==> config.mk <==
export PLATFORM = sky130hd
export DESIGN_NAME = gregorian_date_add_days_flat
export DESIGN_NICKNAME = d
export VERILOG_FILES = /design/src/rtl/gda_pkg.sv /design/src/rtl/gda_if.sv /design/src/rtl/gda_ctrl.sv /design/src/rtl/gda_dpath.sv /design/src/rtl/gregorian_date_add_days.sv /design/src/flat_wrapper.sv
export SDC_FILE = /design/constraint.sdc
export NUM_CORES = 1
export LEC_CHECK = 0
export BUFFER_PORTS_ARGS = -buffer_cell sky130_fd_sc_hd__buf_2
export CORE_MARGIN = 2
export CORE_UTILIZATION = 25
export DETAILED_ROUTE_END_ITERATION = 7
export MAX_ROUTING_LAYER = met4
export SLEW_MARGIN = 15
export SYNTH_ARGS = -nofsm -noshare
export SYNTH_HDL_FRONTEND = slang
export SYNTH_SLANG_ARGS = --single-unit
==> constraint.sdc <==
create_clock -name i_clk -period 5.7 [get_ports i_clk]
set_input_delay 1.425 -clock i_clk [delete_from_list [all_inputs] [get_ports i_clk]]
set_output_delay 1.425 -clock i_clk [all_outputs]
set_load 0.02 [all_outputs]
==> src/rtl/gda_pkg.sv <==
package gda_pkg;

    // field widths
    localparam int DAY_BITS   = 5;
    localparam int MONTH_BITS = 4;
    localparam int YEAR_BITS  = 14;
    localparam int ADD_BITS   = 16;
    localparam int STAT_BITS  = 2;

    // running day count holds day plus the whole addend
    localparam int DSUM_BITS = ADD_BITS + 1;

    // remainder of the year by one hundred
    localparam int REM_BITS = 7;

    // reciprocal of one hundred, exact for every year of YEAR_BITS bits
    localparam int RECIP_SHIFT = YEAR_BITS + 7;
    localparam int RECIP_BITS  = YEAR_BITS + 1;
    localparam int PROD_BITS   = YEAR_BITS + RECIP_BITS;
    localparam int QUOT_BITS   = PROD_BITS - RECIP_SHIFT;

    localparam logic [RECIP_BITS-1:0] RECIP_CENTURY =
        RECIP_BITS'(((64'd1 << RECIP_SHIFT) + 64'd99) / 64'd100);

    localparam logic [REM_BITS-1:0]   CENTURY_LAST = REM_BITS'(99);
    localparam logic [YEAR_BITS-1:0]  CENTURY      = YEAR_BITS'(100);
    localparam logic [MONTH_BITS-1:0] MONTH_JAN    = MONTH_BITS'(1);
    localparam logic [MONTH_BITS-1:0] MONTH_FEB    = MONTH_BITS'(2);
    localparam logic [MONTH_BITS-1:0] MONTH_DEC    = MONTH_BITS'(12);
    localparam logic [DAY_BITS-1:0]   DAY_LAST     = DAY_BITS'(31);
    localparam logic [YEAR_BITS-1:0]  YEAR_MAX     = '1;

    // status codes
    localparam logic [STAT_BITS-1:0] ST_OK        = 2'd0;
    localparam logic [STAT_BITS-1:0] ST_BAD_MONTH = 2'd1;
    localparam logic [STAT_BITS-1:0] ST_BAD_DAY   = 2'd2;
    localparam logic [STAT_BITS-1:0] ST_BAD_YEAR  = 2'd3;

    // commands from controller to datapath
    typedef struct packed {
        logic load;
        logic div_step;
        logic check;
        logic step;
        logic emit;
    } t_cmd;

    // status from datapath to controller
    typedef struct packed {
        logic walk_done;
        logic out_free;
    } t_sts;

    // length of a month given the leap flag of its year
    function automatic logic [DAY_BITS-1:0] month_len(
        input logic [MONTH_BITS-1:0] m,
        input logic                  leap
    );
        logic [DAY_BITS-1:0] len;
        len = DAY_BITS'(31);
        case (m)
            4'd2:    len = leap ? DAY_BITS'(29) : DAY_BITS'(28);
            4'd4:    len = DAY_BITS'(30);
            4'd6:    len = DAY_BITS'(30);
            4'd9:    len = DAY_BITS'(30);
            4'd11:   len = DAY_BITS'(30);
            default: len = DAY_BITS'(31);
        endcase
        return len;
    endfunction

endpackage

==> src/rtl/gda_if.sv <==
// input channel: start date and day count
interface gda_in_if;
    import gda_pkg::*;

    logic                  valid;
    logic                  ready;
    logic [DAY_BITS-1:0]   day;
    logic [MONTH_BITS-1:0] month;
    logic [YEAR_BITS-1:0]  year;
    logic [ADD_BITS-1:0]   days_to_add;

    modport source (output valid, day, month, year, days_to_add, input ready);
    modport sink   (input valid, day, month, year, days_to_add, output ready);
endinterface

// output channel: resulting date and flags
interface gda_out_if;
    import gda_pkg::*;

    logic                  valid;
    logic                  ready;
    logic [DAY_BITS-1:0]   out_day;
    logic [MONTH_BITS-1:0] out_month;
    logic [YEAR_BITS-1:0]  out_year;
    logic                  is_leap;
    logic [STAT_BITS-1:0]  status;
    logic                  overflow;

    modport source (output valid, out_day, out_month, out_year, is_leap, status, overflow,
                    input ready);
    modport sink   (input valid, out_day, out_month, out_year, is_leap, status, overflow,
                    output ready);
endinterface

==> src/rtl/gda_ctrl.sv <==
module gda_ctrl (
    input  logic          i_clk,
    input  logic          i_rst_n,
    input  logic          i_in_valid,
    output logic          o_in_ready,
    input  gda_pkg::t_sts i_sts,
    output gda_pkg::t_cmd o_cmd
);
    import gda_pkg::*;

    localparam logic [2:0] S_IDLE  = 3'd0;
    localparam logic [2:0] S_DIV   = 3'd1;
    localparam logic [2:0] S_CHECK = 3'd2;
    localparam logic [2:0] S_WALK  = 3'd3;
    localparam logic [2:0] S_DONE  = 3'd4;

    logic [2:0] r_state, n_state;

    // next state and commands
    always_comb begin
        n_state = r_state;
        o_cmd   = '0;
        case (r_state)
            S_IDLE: begin
                if (i_in_valid) begin
                    o_cmd.load = 1'b1;
                    n_state    = S_DIV;
                end
            end
            S_DIV: begin
                o_cmd.div_step = 1'b1;
                n_state        = S_CHECK;
            end
            S_CHECK: begin
                o_cmd.check = 1'b1;
                n_state     = S_WALK;
            end
            S_WALK: begin
                if (i_sts.walk_done) begin
                    n_state = S_DONE;
                end else begin
                    o_cmd.step = 1'b1;
                end
            end
            S_DONE: begin
                if (i_sts.out_free) begin
                    o_cmd.emit = 1'b1;
                    n_state    = S_IDLE;
                end
            end
            default: n_state = S_IDLE;
        endcase
    end

    assign o_in_ready = (r_state == S_IDLE);

    // state register
    always_ff @(posedge i_clk) begin
        if (!i_rst_n) begin
            r_state <= S_IDLE;
        end else begin
            r_state <= n_state;
        end
    end

endmodule

==> src/rtl/gda_dpath.sv <==
module gda_dpath (
    input  logic          i_clk,
    input  logic          i_rst_n,
    gda_in_if.sink        i_in,
    gda_out_if.source     o_res,
    input  gda_pkg::t_cmd i_cmd,
    output gda_pkg::t_sts o_sts
);
    import gda_pkg::*;

    logic [DSUM_BITS-1:0]  r_d;
    logic [MONTH_BITS-1:0] r_m;
    logic [YEAR_BITS-1:0]  r_y;
    logic [ADD_BITS-1:0]   r_add;
    logic [REM_BITS-1:0]   r_rem;
    logic [1:0]            r_q4;
    logic [STAT_BITS-1:0]  r_status;
    logic                  r_ovf;

    logic                  r_o_valid;
    logic [DAY_BITS-1:0]   r_o_day;
    logic [MONTH_BITS-1:0] r_o_month;
    logic [YEAR_BITS-1:0]  r_o_year;
    logic                  r_o_leap;
    logic [STAT_BITS-1:0]  r_o_status;
    logic                  r_o_ovf;

    logic                  leap;
    logic [DAY_BITS-1:0]   len;
    logic [PROD_BITS-1:0]  y_prod;
    logic [QUOT_BITS-1:0]  y_quot;
    logic [REM_BITS-1:0]   y_rem;
    logic [STAT_BITS-1:0]  chk;

    // leap rule from year mod 4, year mod 100 and century mod 4
    assign leap = (r_y[1:0] == 2'd0) && ((r_rem != '0) || (r_q4 == 2'd0));
    assign len  = month_len(r_m, leap);

    // year split by one hundred through a reciprocal multiply
    assign y_prod = PROD_BITS'(r_y) * PROD_BITS'(RECIP_CENTURY);
    assign y_quot = y_prod[PROD_BITS-1:RECIP_SHIFT];
    assign y_rem  = REM_BITS'(r_y - YEAR_BITS'(y_quot) * CENTURY);

    // date check in month, day, year order
    always_comb begin
        if ((r_m < MONTH_JAN) || (r_m > MONTH_DEC)) begin
            chk = ST_BAD_MONTH;
        end else if ((r_d == '0) || (r_d > DSUM_BITS'(len))) begin
            chk = ST_BAD_DAY;
        end else if (r_y == '0) begin
            chk = ST_BAD_YEAR;
        end else begin
            chk = ST_OK;
        end
    end

    // an invalid date leaves the walk at once
    assign o_sts.walk_done = (r_status != ST_OK) || (r_d <= DSUM_BITS'(len)) || r_ovf;
    assign o_sts.out_free  = !r_o_valid || o_res.ready;

    // working registers
    always_ff @(posedge i_clk) begin
        if (i_cmd.load) begin
            r_d      <= DSUM_BITS'(i_in.day);
            r_m      <= i_in.month;
            r_y      <= i_in.year;
            r_add    <= i_in.days_to_add;
            r_rem    <= '0;
            r_q4     <= '0;
            r_status <= ST_OK;
            r_ovf    <= 1'b0;
        end else if (i_cmd.div_step) begin
            r_rem <= y_rem;
            r_q4  <= y_quot[1:0];
        end else if (i_cmd.check) begin
            r_status <= chk;
            if (chk == ST_OK) begin
                r_d <= r_d + DSUM_BITS'(r_add);
            end
        end else if (i_cmd.step) begin
            if (r_m == MONTH_DEC) begin
                if (r_y == YEAR_MAX) begin
                    // saturate at the last day of the maximum year
                    r_ovf <= 1'b1;
                    r_d   <= DSUM_BITS'(DAY_LAST);
                end else begin
                    r_d <= r_d - DSUM_BITS'(len);
                    r_m <= MONTH_JAN;
                    r_y <= r_y + 1'b1;
                    if (r_rem == CENTURY_LAST) begin
                        r_rem <= '0;
                        r_q4  <= r_q4 + 1'b1;
                    end else begin
                        r_rem <= r_rem + 1'b1;
                    end
                end
            end else begin
                r_d <= r_d - DSUM_BITS'(len);
                r_m <= r_m + 1'b1;
            end
        end
    end

    // output register
    always_ff @(posedge i_clk) begin
        if (!i_rst_n) begin
            r_o_valid <= 1'b0;
        end else if (i_cmd.emit) begin
            r_o_valid <= 1'b1;
        end else if (o_res.ready) begin
            r_o_valid <= 1'b0;
        end
    end

    always_ff @(posedge i_clk) begin
        if (i_cmd.emit) begin
            r_o_day    <= r_d[DAY_BITS-1:0];
            r_o_month  <= r_m;
            r_o_year   <= r_y;
            r_o_leap   <= leap;
            r_o_status <= r_status;
            r_o_ovf    <= r_ovf;
        end
    end

    assign o_res.valid     = r_o_valid;
    assign o_res.out_day   = r_o_day;
    assign o_res.out_month = r_o_month;
    assign o_res.out_year  = r_o_year;
    assign o_res.is_leap   = r_o_leap;
    assign o_res.status    = r_o_status;
    assign o_res.overflow  = r_o_ovf;

endmodule

==> src/rtl/gregorian_date_add_days.sv <==
// Gregorian date plus day count.
// Input channel i_in carries day, month, year and days_to_add; one beat is
// taken whenever the block is idle. Output channel o_res carries the new date,
// the leap flag of its year, a status code (ok, bad month, bad day, bad year)
// and an overflow flag when the year saturates at its maximum.
// Each input beat gives exactly one output beat, in order.
// Steps from the input beat: split the year by one hundred, check the date,
// walk one month per step until the day fits its month, then load the result
// into the output register once it is free. An invalid date skips the walk.
// The next input beat is taken in the cycle after the result is loaded into
// the output register, so the block takes no new date until it is through
// with the last one, and the month walk sets the throughput.
// A result left waiting in the output register does not block the next beat;
// a second finished result waits in the datapath until the first is taken.
// Synchronous reset clears the controller and the output valid flag.
module gregorian_date_add_days (
    input  logic      i_clk,
    input  logic      i_rst_n,
    gda_in_if.sink    i_in,
    gda_out_if.source o_res
);
    import gda_pkg::*;

    t_cmd cmd;
    t_sts sts;

    gda_ctrl u_ctrl (
        .i_clk      (i_clk),
        .i_rst_n    (i_rst_n),
        .i_in_valid (i_in.valid),
        .o_in_ready (i_in.ready),
        .i_sts      (sts),
        .o_cmd      (cmd)
    );

    gda_dpath u_dpath (
        .i_clk   (i_clk),
        .i_rst_n (i_rst_n),
        .i_in    (i_in),
        .o_res   (o_res),
        .i_cmd   (cmd),
        .o_sts   (sts)
    );

endmodule
==> src/flat_wrapper.sv <==
// flat-port wrapper written by rule: the top's interface ports become plain ports
module gregorian_date_add_days_flat import gda_pkg::*;
  (i_clk, i_rst_n, i_in_valid, i_in_day, i_in_month, i_in_year, i_in_days_to_add, i_in_ready, o_res_valid, o_res_out_day, o_res_out_month, o_res_out_year, o_res_is_leap, o_res_status, o_res_overflow, o_res_ready);
  gda_in_if i_in_i ();
  gda_out_if o_res_i ();
  input  logic i_clk;
  input  logic i_rst_n;
  input wire logic [$bits(i_in_i.valid)-1:0] i_in_valid;
  input wire logic [$bits(i_in_i.day)-1:0] i_in_day;
  input wire logic [$bits(i_in_i.month)-1:0] i_in_month;
  input wire logic [$bits(i_in_i.year)-1:0] i_in_year;
  input wire logic [$bits(i_in_i.days_to_add)-1:0] i_in_days_to_add;
  output wire logic [$bits(i_in_i.ready)-1:0] i_in_ready;
  output wire logic [$bits(o_res_i.valid)-1:0] o_res_valid;
  output wire logic [$bits(o_res_i.out_day)-1:0] o_res_out_day;
  output wire logic [$bits(o_res_i.out_month)-1:0] o_res_out_month;
  output wire logic [$bits(o_res_i.out_year)-1:0] o_res_out_year;
  output wire logic [$bits(o_res_i.is_leap)-1:0] o_res_is_leap;
  output wire logic [$bits(o_res_i.status)-1:0] o_res_status;
  output wire logic [$bits(o_res_i.overflow)-1:0] o_res_overflow;
  input wire logic [$bits(o_res_i.ready)-1:0] o_res_ready;
  assign i_in_i.valid = i_in_valid;
  assign i_in_i.day = i_in_day;
  assign i_in_i.month = i_in_month;
  assign i_in_i.year = i_in_year;
  assign i_in_i.days_to_add = i_in_days_to_add;
  assign i_in_ready = i_in_i.ready;
  assign o_res_valid = o_res_i.valid;
  assign o_res_out_day = o_res_i.out_day;
  assign o_res_out_month = o_res_i.out_month;
  assign o_res_out_year = o_res_i.out_year;
  assign o_res_is_leap = o_res_i.is_leap;
  assign o_res_status = o_res_i.status;
  assign o_res_overflow = o_res_i.overflow;
  assign o_res_i.ready = o_res_ready;
  gregorian_date_add_days u_core (.i_clk(i_clk), .i_rst_n(i_rst_n), .i_in(i_in_i), .o_res(o_res_i));
endmodule
# --- After elaboration in Yosys (flattened, before gate mapping) ---
# Cells that the tools add are included.
classes:
  reduce_logical: 34
  eq_ne: 23
  add_sub_neg: 7
  mux: 50
  bitwise: 2
  n_mul: 2
  magnitude_cmp: 4
ops:
  columns: ["op", "n"]
  rows:
  - ["17-bit 2-to-1 mux", 5]
  - ["14-bit 2-to-1 mux", 6]
  - ["7-bit 2-to-1 mux", 6]
  - ["14-bit by 13-bit multiplier with 27-bit output (second input constant)", 1]
  - ["4-bit 2-to-1 mux", 6]
  - ["2-bit 2-to-1 mux", 9]
  - ["17-bit by 16-bit adder with 17-bit output", 1]
  - ["17-bit by 5-bit greater-than comparator with 1-bit output", 1]
  - ["17-bit by 5-bit <= comparator with 1-bit output", 1]
  - ["17-bit zero test", 1]
  - ["17-bit by 5-bit subtractor with 17-bit output", 1]
  - ["2-bit nonzero test", 8]
  - ["3-bit one-hot mux with 5 select lines", 1]
  - ["5-bit AND reduction", 3]
  - ["14-bit by 1-bit adder with 14-bit output (second input constant)", 1]
  - ["14-bit equality test (second input constant)", 1]
  - ["14-bit zero test", 1]
  - ["2-bit by 1-bit inequality test with 1-bit output (second input constant)", 7]
  - ["4-bit equality test (second input constant)", 3]
  - ["1-bit 2-to-1 mux", 11]
  - ["5-bit 2-to-1 mux", 2]
  - ["3-bit 2-to-1 mux", 3]
  - ["3-bit AND reduction", 3]
  - ["4-bit by 3-bit equality test with 1-bit output (second input constant)", 2]
  - ["other kinds (26)", 38]
totals:
  register_bits: 94
  out_inout_bits: 29
  elab_cells: 139
  in_bits: 43

# --- Depth between registers and ports, before layout ---
# Gate-level depths: netlist of run 1.
logic_depth:
  depth_word: 14
  ltp_mapped: 26

# --- Least setup slack after synthesis of run 1 ---
# Ideal clock, no wire load.
synth_path:
  path_type: "reg-to-reg"
  start: "register u_core.u_dpath.r_y[9]"
  end: "register u_core.u_dpath.r_rem[6]"
  setup_ps: 76
  path_stages_with_launch: 25
  path_slack_ps: -478
  arrival_time_ps: 6102
  path_buffers: 0
  period_less_slack_ps: 6178
  path_cell_list: "edfxtp_1 fa_1 ha_1 fa_1 fa_1 inv_1 fa_1 inv_1 ha_1 a211oi_1 o21ai_1 a311o_1 o211ai_1 nand2_1 a21o_1 a21oi_1 xnor2_1 ha_1 inv_1 ha_1 a21oi_1 xnor2_1 xnor2_1 xnor3_1 o22ai_1"
synth_between:
  elab_chain_cells: 4
  elab_cells_between_ends: 7
  cone_classes: "add/sub (1); mul (2); eq/ne (2); mux (1); reduce/logical (1)"
synth_lines:
  columns: ["item", "line_no", "rtl"]
  rows:
  - ["start, declared", "gda_dpath.sv:13", "logic [YEAR_BITS-1:0] r_y;"]
  - ["start signal, assigned", "gda_dpath.sv:66", "r_y <= i_in.year;"]
  - ["start signal, assigned", "gda_dpath.sv:89", "r_y <= r_y + 1'b1;"]
  - ["14-bit by 13-bit multiplier with 27-bit output", "gda_dpath.sv:40", "assign y_prod = PROD_BITS'(r_y) * PROD_BITS'(RECIP_CENTURY);"]
  - ["8-bit by 5-bit multiplier with 5-bit output", "gda_dpath.sv:42", "assign y_rem = REM_BITS'(r_y - YEAR_BITS'(y_quot) * CENTURY);"]
  - ["7-bit subtractor", "gda_dpath.sv:42", null]
  - ["7-bit 2-to-1 mux", "gda_dpath.sv:72", "end else if (i_cmd.div_step) begin"]
  - ["end signal, assigned", "gda_dpath.sv:73", "r_rem <= y_rem;"]
  - ["end signal, assigned", "gda_dpath.sv:94", "r_rem <= r_rem + 1'b1;"]
  - ["end, declared", "gda_dpath.sv:15", "logic [REM_BITS-1:0] r_rem;"]
# Several ways; a longest one is shown, not always the timed one.
# A chain may end at the register's enable or synchronous reset.

# --- Worst setup path after layout of run 1 ---
layout_path:
  start: "register u_core.u_dpath.r_y[10]"
  end: "register u_core.u_dpath.r_rem[6]"
# Same word-level chain as after synthesis.

==> summary.md, run 1 <==
| Metric | Value |
|---|---|
| WHS | `475 ps` |
| CTS Hold Bufs | `0` |
| DR vias | `6668` |
| Critical-path cell with the highest stage delay | `fa_1` |
| Post-synth EDFFs | `66` |
| Number of buffers created by CTS | `9` |
| Outcome | `finished with violations` |
| IO Pins | `72` |
| Worst Skew | `15.3 ps` |
| Metal3 WL | `915 um` |
| Max-slew headroom | `0.363` |
| Number of synthesis warnings | `0` |
| Fraction of layout cells with a size suffix above 1 | `0.240` |
| Yosys reg bits | `94` |
| Clk_lat worst skew | `360 ps` |
| Metal-1 WL | `10.6 mm` |
| Final instance area | `approximately 11000 um2` |
| Commonest cells after routing, fill and taps aside | `inv_1 (145), ha_1 (119), buf_4 (94)` |
| Drt first pass iters | `6` |
| Synthesized area per cell | `9.91 um2` |
| Post-Synth Simple-Gate Area | `0.115` |
| TNS Setup | `-718 ps` |
| Vias in the first global route | `roughly 6800` |
| 1st-iter DRT viols | `297` |
| Die Span X | `189 um` |
| Die Span Y | `~190 um` |
| DR WL met2 | `about 11 mm` |
| Post-synthesis adder-cell area fraction | `0.348` |
| Global Route Usage Sum | `0.130` |
| CP max stage delay | `500 ps` |
| Layout area overhead | `26.5%` |
| Post-synthesis mux area share | `0.00233` |
| Bufs and invs on worst path | `6` |
| Final wirelength | `between 20 and 25 mm` |
| Core area | `33700 um2` |
| CTS tree | `yes` |
| CP delay by family, top | `adder cells` |
| Worst setup SP type | `flip-flop` |
| Seq/Total Area, Yosys | `0.296` |
| Prevailing post-synth register cell | `edfxtp_1` |
| Port Buffers | `71` |
| Max Cap Viol | `0` |
| Die area | `35800 um2` |
| H-tree depth | `3` |
| Clock root buffer | `clkbuf_16` |
| Post-synth ARST share | `0` |
| Syn Nets | `1109` |
| Top sig layer | `met4` |
| Worst path arrival time | `approximately 6500 ps` |
| Worst Max-Slew Pin Slew | `953 ps` |
| Antenna violations before repair | `4` |
| Max frequency | `0.162 GHz` |
| Largest net degree at the start of global routing | `43` |
| Crit-path most repeated cell | `fa_1` |
| Minimum clock period | `6190 ps` |
| Initial Util | `0.255` |
| RSZ-0062 raised after global routing | `yes` |
| Final setup vio count | `2` |
| Failing checks | `negative setup slack` |
| Detail Route Antenna Nets | `0` |
| Residual DRC | `0` |
| Gate Count Post-Synth | `866` |
| Final #Nets | `1281` |
| # clock sinks | `94` |
| Fin crit share | `1.09` |
| RePlAce Congestion | `a little under 0.9` |
| CP Class | `flip-flop to flip-flop` |
| Placed instance area | `slightly above 10000 um2` |
| Clock transition at path regs | `80 ps` |
| Post-DP HPWL | `approximately 18 mm` |
| Post-Syn Area | `8580 um2` |
| Floorplan row count | `67` |
| Commonest non-fill, non-tap cell in the layout | `inv_1` |
| Unique masters post-synth | `68` |
| XOR/XNOR Fraction of Synth Area | `0.0435` |
| Max clock buf depth | `2` |
| Main combinational cell family by area after synthesis | `adder cells` |
| Via density | `4.46` |
| Count of final hold-check violations | `0` |
| Routed wire per std cell | `14.9 um` |
| Post-synthesis compound-gate area fraction | `0.120` |
| Slew Limit Fails | `0` |
| First-pass GRT wire length | `roughly 35 mm` |
| Worst Hold Class | `flip-flop to flip-flop` |
| PnR worst setup slack | `-490 ps` |
| Crit-path max FO | `7` |
| Crit. End Element | `flip-flop` |
| Grt total ovfl | `0` |
| Placement Setup Slack | `-585 ps` |
| WP data required | `5980 ps` |
registers in the layout (all words and copies together), names as in the netlist:
signal	flops
u_core.u_dpath.r_d	17
u_core.u_dpath.r_add	16
u_core.u_dpath.o_res.out_year	14
u_core.u_dpath.r_y	14
u_core.u_dpath.r_rem	7
u_core.u_dpath.o_res.out_day	5
u_core.u_dpath.o_res.out_month	4
u_core.u_dpath.r_m	4
u_core.u_ctrl.r_state	3
u_core.u_dpath.o_res.status	2
u_core.u_dpath.r_q4	2
u_core.u_dpath.r_status	2
u_core.u_dpath.o_res.is_leap	1
u_core.u_dpath.o_res.overflow	1
u_core.u_dpath.o_res.valid	1
u_core.u_dpath.r_ovf	1
final timing paths:
check	start	endpoint	slack [ps]	cells after the start
worst max register to register	u_core.u_dpath.r_y[10]	u_core.u_dpath.r_rem[6]	-490	27
worst max-delay path	u_core.u_dpath.r_y[10]	u_core.u_dpath.r_rem[6]	-490	27
worst min-delay path	u_core.u_dpath.r_status[0]	u_core.u_dpath.o_res.status[0]	480	0
worst min register to register	u_core.u_dpath.r_status[0]	u_core.u_dpath.o_res.status[0]	480	0
timing repair:
| item | CTS | global route |
|---|---|---|
| setup buffers | 7 | 6 |
| hold endpoints to repair | 0 | 0 |
| pin swaps | 28 | 17 |
| endpoints found under the setup margin | 3 | 4 |
| resized for setup | 17 | 29 |
| gates cloned | 0 | 0 |
kinds of logic after synthesis:
| family | Yosys count |
|---|---|
| AND/OR/NAND/NOR | 195 |
| AO/OA/AOI/OAI | 166 |
| flip-flops | 94 |
| multiplexers | 2 |
| buffers and inverters | 168 |
| XOR/XNOR | 41 |
| adder cells (fa/ha/maj) | 200 |
synthesized netlist by cell type, drive strengths merged (3+ instances only):
cell type | number | area, um2
a211oi | 7 | 52.6
a21boi | 3 | 22.5
a21o | 8 | 60.1
a21oi | 45 | 229
a22oi | 6 | 45.0
a31oi | 7 | 65.1
and3 | 9 | 56.3
and4 | 3 | 28.8
buf | 4 | 22.5
clkbuf | 11 | 41.3
dfxtp | 28 | 561
edfxtp | 66 | 1980
fa | 65 | 1300
ha | 135 | 1690
inv | 153 | 574
nand2 | 67 | 256
nand2b | 7 | 43.8
nand3 | 18 | 103
nand4 | 5 | 31.3
nor2 | 39 | 146
nor2b | 4 | 25.0
nor3 | 16 | 80.1
nor3b | 4 | 30.0
nor4 | 4 | 37.5
o21a | 4 | 30.0
o21ai | 54 | 270
o22ai | 8 | 50.1
o31ai | 4 | 30.0
o32ai | 3 | 26.3
or2 | 5 | 31.3
or3 | 4 | 25.0
or4 | 3 | 26.3
xnor2 | 30 | 263
xor2 | 10 | 87.6
metal layers:
metal  up-vias  GRT usage
met2       101      0.208
met4         0     0.0289
met5         -          -
met1      3240      0.169
li1       3312          -
met3        15     0.0267
worst reg2reg max path, delay by kind of cell, from the launching register on:
| kind | cells | cell delay (ps) |
|---|---|---|
| DFF | 1 | 400 |
| xor gates and xnor gates | 4 | 700 |
| and+or+nand+nor | 1 | 50 |
| buffers and inverters | 6 | 600 |
| adders and majority gates | 8 | 2930 |
| AOI/OAI and AO/OA | 8 | 1440 |
stage by stage:
stage / std cells / util
after floorplan: 866 / -
after global placement: 1462 / 0.302
after detailed placement: 1462 / 0.302
after CTS: 1485 / 0.316
after global routing: 1495 / 0.322
final: 1495 / 0.322
final cells by class:
cell class,instances,area [um2]
antenna,4,10.0
clock buffer,10,250
clock inverter,6,50.0
fill,3491,22800
inverter,153,574
multi-input combinational,604,5690
sequential,94,2540
tap,448,561
timing repair buffer,176,1180
Power of run 1 is not shown: default switching activity piles up to over one toggle a cycle in this logic, so the estimate is an artifact.
==> inputs of run 2 (changes only) <==
--- a/config.mk
+++ b/config.mk
@@ -6,11 +6,11 @@
 export NUM_CORES = 1
 export LEC_CHECK = 0
 export BUFFER_PORTS_ARGS = -buffer_cell sky130_fd_sc_hd__buf_2
-export CORE_MARGIN = 2
-export CORE_UTILIZATION = 25
+export CAP_MARGIN = 15
 export DETAILED_ROUTE_END_ITERATION = 7
 export MAX_ROUTING_LAYER = met4
 export SLEW_MARGIN = 15
 export SYNTH_ARGS = -nofsm -noshare
 export SYNTH_HDL_FRONTEND = slang
+export SYNTH_HIERARCHICAL = 1
 export SYNTH_SLANG_ARGS = --single-unit
==> summary.md, run 2 <==
| Metric | Value |
|---|---|
| Yosys Chip Area | `between 8000 and 9000 um2` |
| Prevailing post-synth register cell | `edfxtp_1` |
| Post-synth ARST share | `0` |
| Seq/Total Area, Yosys | `0.291` |
| Yosys top cell by area | `edfxtp_1` |
| Error | `ERROR: Found 1 problems in 'check -assert'.` |
| Yosys reg bits | `94` |
| Number of synthesis warnings | `0` |
| Exit stage | `1_2_yosys` |
| Count leader, synth | `inv_1` |
| Synth area leaders | `edfxtp_1 (23%), ha_1 (19%), fa_1 (15%)` |
| Ys cells | `873` |
| Post-synth EDFFs | `66` |
| Unique masters post-synth | `75` |
| Post-synth top cells | `inv_1 (146), ha_1 (135), edfxtp_1 (66)` |
| Synth top area share | `0.227` |
| Outcome | `stopped before the end` |
[run 2: kinds of logic after synthesis]
logic type      Yosys count  share of synthesized area
compound gates          173                      0.129
xor+xnor                 38                     0.0389
fa+ha+maj               200                      0.342
buf+inv                 166                     0.0752
flops                    94                      0.291
mux                       4                    0.00501
other cells               1                   0.000429
simple gates            197                      0.119
